File: src/design/sidechain_noise_gate_defines.svh
// Assertion macros shared by the noise gate modules.
`ifndef SIDECHAIN_NOISE_GATE_DEFINES_SVH
`define SIDECHAIN_NOISE_GATE_DEFINES_SVH

// Property checked on every clock edge outside reset.
`define SNG_CHECK(lbl, prop, msg) \
  lbl: assert property (@(posedge clk) disable iff (!rst_n) (prop)) \
    else $error(msg);

// Overlapping implication checked outside reset.
`define SNG_IMPLIES(lbl, ante, cons, msg) \
  lbl: assert property (@(posedge clk) disable iff (!rst_n) (ante) |-> (cons)) \
    else $error(msg);

`endif

File: src/design/sng_pkg.sv
// Types, constants and table functions of the sidechain noise gate.
`timescale 1ns / 1ps
package sng_pkg;

  localparam logic [23:0] Q23       = 24'h800000;
  localparam logic [31:0] ENV_FLOOR = 32'd2147;
  localparam logic [24:0] DB_K      = 25'd394566;
  localparam logic [24:0] EXP_K     = 25'd1393318;
  localparam logic signed [31:0] DB_FLOOR = -32'sd7864320;
  localparam logic signed [31:0] DB_BIAS  = 32'sd101008896;

  localparam logic signed [14:0] THRESHOLD_RST = -15'sd5120;
  localparam logic [12:0] RATIO_RST   = 13'd1024;
  localparam logic [12:0] RATIO_UNITY = 13'd256;
  localparam logic [23:0] ATTACK_RST  = 24'd69760;
  localparam logic [23:0] RELEASE_RST = 24'd6989;

  typedef enum logic [1:0] {
    REG_THRESHOLD = 2'd0,
    REG_RATIO     = 2'd1,
    REG_ATTACK    = 2'd2,
    REG_RELEASE   = 2'd3
  } cfg_reg_t;

  typedef enum logic [4:0] {
    S_IDLE, S_ENV_MUL, S_ENV_UPD, S_LVL, S_NORM_WAIT,
    S_INT_POS, S_INT_M1, S_INT_M2, S_INT_SUM,
    S_DB_MUL, S_DB_SET, S_CMP, S_MAG_MUL, S_MAG_SET,
    S_EXP_MUL, S_EXP_SET, S_SCL_L, S_SCL_R, S_SCL_RS, S_DONE
  } state_t;

  typedef struct packed {
    logic        done;
    logic [4:0]  lz;
    logic [31:0] x;
  } norm_res_t;

  // Bit-serial squaring log2 in Q30 of a Q30 value in [1, 2).
  function automatic logic [63:0] log2_q30(input logic [63:0] x_in);
    logic [63:0] x;
    logic [63:0] r;
    x = x_in;
    r = 64'd0;
    for (int k = 0; k < 30; k++) begin
      x = (x * x) >> 30;
      r = r << 1;
      if (x >= (64'd1 << 31)) begin
        x = x >> 1;
        r = r | 64'd1;
      end
    end
    return r;
  endfunction

  // Largest Q30 value whose log2 does not exceed t.
  function automatic logic [63:0] exp_search(input logic [63:0] t);
    logic [63:0] lo;
    logic [63:0] hi;
    logic [63:0] mid;
    lo = 64'd1 << 30;
    hi = (64'd1 << 31) - 64'd1;
    for (int k = 0; k < 32; k++) begin
      if (lo < hi) begin
        mid = lo + ((hi - lo + 64'd1) >> 1);
        if (log2_q30(mid) <= t) lo = mid;
        else hi = mid - 64'd1;
      end
    end
    return lo;
  endfunction

endpackage

File: src/design/sng_norm.sv
// Iterative leading-zero normalizer, one binary step per cycle.
`timescale 1ns / 1ps
module sng_norm import sng_pkg::*; (
  input  logic        clk,
  input  logic        rst_n,
  input  logic        start,
  input  logic [31:0] val,
  output norm_res_t   res
);

  logic        busy_r, busy_nxt;
  logic        done_r, done_nxt;
  logic [2:0]  step_r, step_nxt;
  logic [31:0] x_r, x_nxt;
  logic [4:0]  lz_r, lz_nxt;
  logic [4:0]  sh;
  logic        top_zero;

  always_comb begin
    case (step_r)
      3'd0:    sh = 5'd16;
      3'd1:    sh = 5'd8;
      3'd2:    sh = 5'd4;
      3'd3:    sh = 5'd2;
      default: sh = 5'd1;
    endcase
  end

  assign top_zero = (x_r & ~(32'hFFFFFFFF >> sh)) == 32'd0;

  always_comb begin
    busy_nxt = busy_r;
    done_nxt = 1'b0;
    step_nxt = step_r;
    x_nxt    = x_r;
    lz_nxt   = lz_r;
    if (start) begin
      busy_nxt = 1'b1;
      step_nxt = 3'd0;
      x_nxt    = val;
      lz_nxt   = 5'd0;
    end else if (busy_r) begin
      if (top_zero) begin
        x_nxt  = x_r << sh;
        lz_nxt = lz_r + sh;
      end
      step_nxt = step_r + 3'd1;
      if (step_r == 3'd4) begin
        busy_nxt = 1'b0;
        done_nxt = 1'b1;
      end
    end
  end

  always_ff @(posedge clk) begin
    if (!rst_n) begin
      busy_r <= 1'b0;
      done_r <= 1'b0;
      step_r <= 3'd0;
    end else begin
      busy_r <= busy_nxt;
      done_r <= done_nxt;
      step_r <= step_nxt;
    end
  end

  always_ff @(posedge clk) begin
    x_r  <= x_nxt;
    lz_r <= lz_nxt;
  end

  assign res.done = done_r;
  assign res.lz   = lz_r;
  assign res.x    = x_r;

endmodule

File: config.mk
export PLATFORM = sky130hd
export DESIGN_NAME = sng_norm
export DESIGN_NICKNAME = d
export VERILOG_FILES = /design/src/design/sidechain_noise_gate_defines.svh /design/src/design/sng_pkg.sv /design/src/design/sng_norm.sv
export SDC_FILE = /design/constraint.sdc
export NUM_CORES = 1
export LEC_CHECK = 0
export CORE_MARGIN = 2
export CORE_UTILIZATION = 40
export DETAILED_ROUTE_END_ITERATION = 8
export DONT_BUFFER_PORTS = 1
export PLACE_DENSITY = 0.6
export RECOVER_POWER = 100
export SYNTH_ARGS = -nofsm -noshare
export SYNTH_HDL_FRONTEND = slang
export SYNTH_SLANG_ARGS = --single-unit
File: constraint.sdc
create_clock -name clk -period 4.5 [get_ports clk]
set_input_delay 0.675 -clock clk [delete_from_list [all_inputs] [get_ports clk]]
set_output_delay 0.675 -clock clk [all_outputs]
set_load 0.02 [all_outputs]
==> flow_metrics.py <==
metrics = {
    "critical_path": {
        "ff2ff_setup_slack_ns": 0.81,
        "required_ns": 4.55,
        "critPathCaptureType": "flop",
        "crit_family": "adder cells",
        "path_buf_inv": 1,
        "cpMaxStageDelayCell": "ha_2",
        "arrival_ns": 3.74,
        "cp_max_fo": 50,
        "critPathKind": "reg2reg",
        "path_cells": "ha_1 -> ha_2 -> o21ai_0 -> a211oi_1 -> o41ai_1 -> nand4_1 -> nand2b_1 -> buf_4",
        "crit_path_start_kind": "flop",
        "slowest_delay_ns": 1.07,
    },
    "power_and_ir_drop": {
        "power_mw": 1.025,
        "p_per_area_nw_per_um2": 254.4,
        "p_seq_share_pct": 52.0,
        "p_sw_share_pct": 34.26,
        "combinationalPowerShare_pct": 21.6,
        "clkPwrFrac_pct": 26.4,
        "p_switching_uw": 351.2,
        "vdd_drop_max_mv": 0.1021,
        "power.internal_uw": 673.9,
        "p_leak_nw": 1.404,
    },
    "min_path": {
        "hp-class": "in2reg",
    },
    "synthesis": {
        "synthCells": 424,
        "synth-seq-area-share_pct": 29.80,
        "syn_area_per_cell_sq_um": 9.189,
        "synth_top_area_share_pct": 24.66,
        "synth_area_leaders": "edfxtp_1 (25%), mux4_2 (11%), mux2i_1 (8.5%)",
        "syn_nets": 467,
        "yosys_warnings": 0,
        "async_flop_share_pct": 0,
        "yosys_register_bits": 42,
        "synth_cell_type_count": 58,
        "yosysTopAreaCell": "edfxtp_1",
        "synth_area_sq_um": 3896,
        "synth_ff_type": "edfxtp_1",
        "synth_edf_count": 32,
    },
    "layout": {
        "instances_no_fill": 535,
        "register_area_sq_um": 1161,
        "layout.nets": 442,
        "drive_gt1_share_pct": 15.00,
        "multi_input_area_sq_um": 2494,
        "fillers": 949,
        "area_growth_syn_to_layout_pct": 3.436,
    },
    "sta": {
        "skew_ns": 0.007110,
        "relSlewSlack_pct": 11.63,
        "drv_slew": 0,
        "setup_violations": 0,
        "clock.fmax_mhz": 271.1,
        "tns_ns": 0,
        "finalHoldViolCount": 0,
        "min_period_over_period_pct": 81.97,
        "fin_ws_ns": 0.8114,
        "fin_crit_ns": 3.689,
        "grt_setup_unrepaired": "no",
        "worst_pin_slew_ns": 1.326,
    },
    "global_routing": {
        "grt.met2_usage_pct": 37.00,
        "antenna_found_initial": 0,
        "grt_first_pass_wirelength_mm": 18.88,
        "grtUsageTotal_pct": 23.71,
        "grt_overflow": 0,
        "top_usage_layer": "met2",
        "grt_pass1_vias": 3214,
        "grt_max_degree": 67,
        "grt_use_met3_pct": 6.373,
        "use_met1_pct": 32.72,
    },
    "drt": {
        "vias": 3400,
        "drc_errors": 0,
        "drt_iter0_markers": 407,
        "routed_wl_mm": 12.31,
        "drt_first_pass_iters": 5,
        "antenna_left": 0,
        "wl_per_cell_um": 23.00,
        "vias_per_cell": 6.355,
    },
    "cts": {
        "numClockSinks": 42,
        "cts_buffers": 5,
        "root_buffer": "clkbuf_8",
        "hold_buffers": 0,
        "worstSkewPairLatency_ns": 0.31,
        "clkTransAtPathRegs_ns": 0.09,
        "post_cts_resized": 0,
        "cts_tree": "yes",
        "htree_num_levels": 2,
        "post_cts_buffers": 0,
        "clock_path_buffers": 2,
    },
    "placement": {
        "buffer_ports.inserted": 0,
        "gp_congestion": 0.9313,
        "dp_slack_ns": 1.155,
        "place.detailed.hpwl_mm": 8.642,
        "placedCellCount": 525,
    },
    "floorplan": {
        "start_util_pct": 40.61,
        "dieArea_sq_um": 10550,
        "ios": 73,
        "core-area_sq_um": 9594,
        "die_x_um": 102.7,
        "dieHeight_um": 102.7,
        "rows": 36,
    },
    "flow_run": {
        "max-cap-violations": 0,
    },
    "status": {
        "status": "complete, no violations",
    },
}
## flip-flops by register name (all words and copies together) (netlist names)
name	count
busy_r	1
step_r	3
x_r	32
lz_r	5
done_r	1
## layer usage
metal	vias up	share of wire, %	routed length (um)
met4	0	1.5	179
met2	199	45	5573
met3	18	11	1298
li1	1554	-	-
met1	1629	43	5256
met5	-	0	0
## worst register-to-register path: stages (launching register included)
cell      delay [ns]
dfxtp_1         0.46
ha_1            0.20
ha_2            1.07
o21ai_0         0.34
a211oi_1        0.39
o41ai_1         0.18
nand4_1         0.42
nand2b_1        0.14
buf_4           0.24
## final timing paths
| path | start | end | cells after the start |
|---|---|---|---|
| max | step_r[1] | x_r[5] | 8 |
| min | start | lz_r[2] | 1 |
| max reg2reg | step_r[1] | x_r[5] | 8 |
| min reg2reg | busy_r | done_r | 2 |
## Yosys cell counts (all sizes together), types with 2 or more instances
cell type,count
a21oi,30
mux4,19
o22ai,8
nor4,2
a31oi,4
nand3,6
o21ai,30
nor3,4
clkbuf,20
a21o,3
a22oi,2
mux2i,33
ha,7
xnor2,2
a22o,6
or3,2
a211oi,4
nand2b,4
nor2,37
inv,14
or2,2
a32oi,2
edfxtp,32
o31ai,7
buf,20
dfxtp,10
a221oi,5
o21a,2
o221a,2
nand2,51
o221ai,6
mux2,22
nor2b,8
## cell usage in the layout, fill, tap and decap left out, types with 3 or more instances in the layout
cell / synthesis / layout
nand2_1: 51 / 51
nor2_1: 37 / 37
mux2i_1: 33 / 33
edfxtp_1: 32 / 32
a21oi_1: 30 / 30
o21ai_0: 20 / 28
mux2_2: 21 / 20
mux4_2: 19 / 19
inv_1: 14 / 14
dfxtp_1: 10 / 10
nor2b_1: 8 / 8
o22ai_1: 8 / 8
buf_4: 1 / 8
o31ai_1: 7 / 7
a22o_1: 6 / 6
o221ai_1: 6 / 6
nand3_1: 6 / 6
clkbuf_8: 0 / 6
a221oi_1: 5 / 5
ha_1: 7 / 5
nor3_1: 4 / 4
a211oi_1: 4 / 4
nand2b_1: 4 / 4
a31oi_1: 4 / 4
a21o_1: 3 / 3
## cells by family (layout without fill, tap and decap cells)
group / Yosys count / after routing / share of synthesized area (%)
flip-flops: 42 / 42 / 29.80
multiplexers: 74 / 74 / 25.82
XOR/XNOR: 2 / 2 / 0.4497
AO/OA/AOI/OAI: 122 / 122 / 20.78
AND/OR/NAND/NOR: 121 / 121 / 14.35
other: 0 / 2 / 0
buffers and inverters: 54 / 30 / 5.748
adder cells (fa/ha/maj): 9 / 9 / 3.051
## final cells by class
cell class,instances,area share (%)
antenna,2,0.1242
clock buffer,7,2.142
clock inverter,1,0.1242
inverter,14,1.304
multi-input combinational,328,61.88
sequential,42,28.81
tap,133,4.129
timing repair buffer,8,1.490
## power groups by stage
| stage | sequential [mW] | clock (mW) | combinational, mW |
|---|---|---|---|
| global placement | 0.541 | 0 | 0.220 |
| global route | 0.537 | 0.295 | 0.242 |
| finish | 0.533 | 0.270 | 0.222 |
| detailed placement | 0.541 | 0 | 0.221 |
| CTS | 0.532 | 0.280 | 0.222 |
| floorplan | 0.515 | 0 | 0.182 |
## per-stage QoR
step / hold slack (ns) / utilization (%) / area (sq um)
finish: 0.4477 / 42.01 / 4030
floorplan: 0.5382 / - / 3896
detailed placement: 0.5562 / 41.34 / 3966
CTS: 0.4249 / 42.29 / 4058
global placement: 0.5603 / 41.34 / 3966
global route: 0.4285 / 41.95 / 4025
No activity file was read; power rests on OpenSTA's default activity.
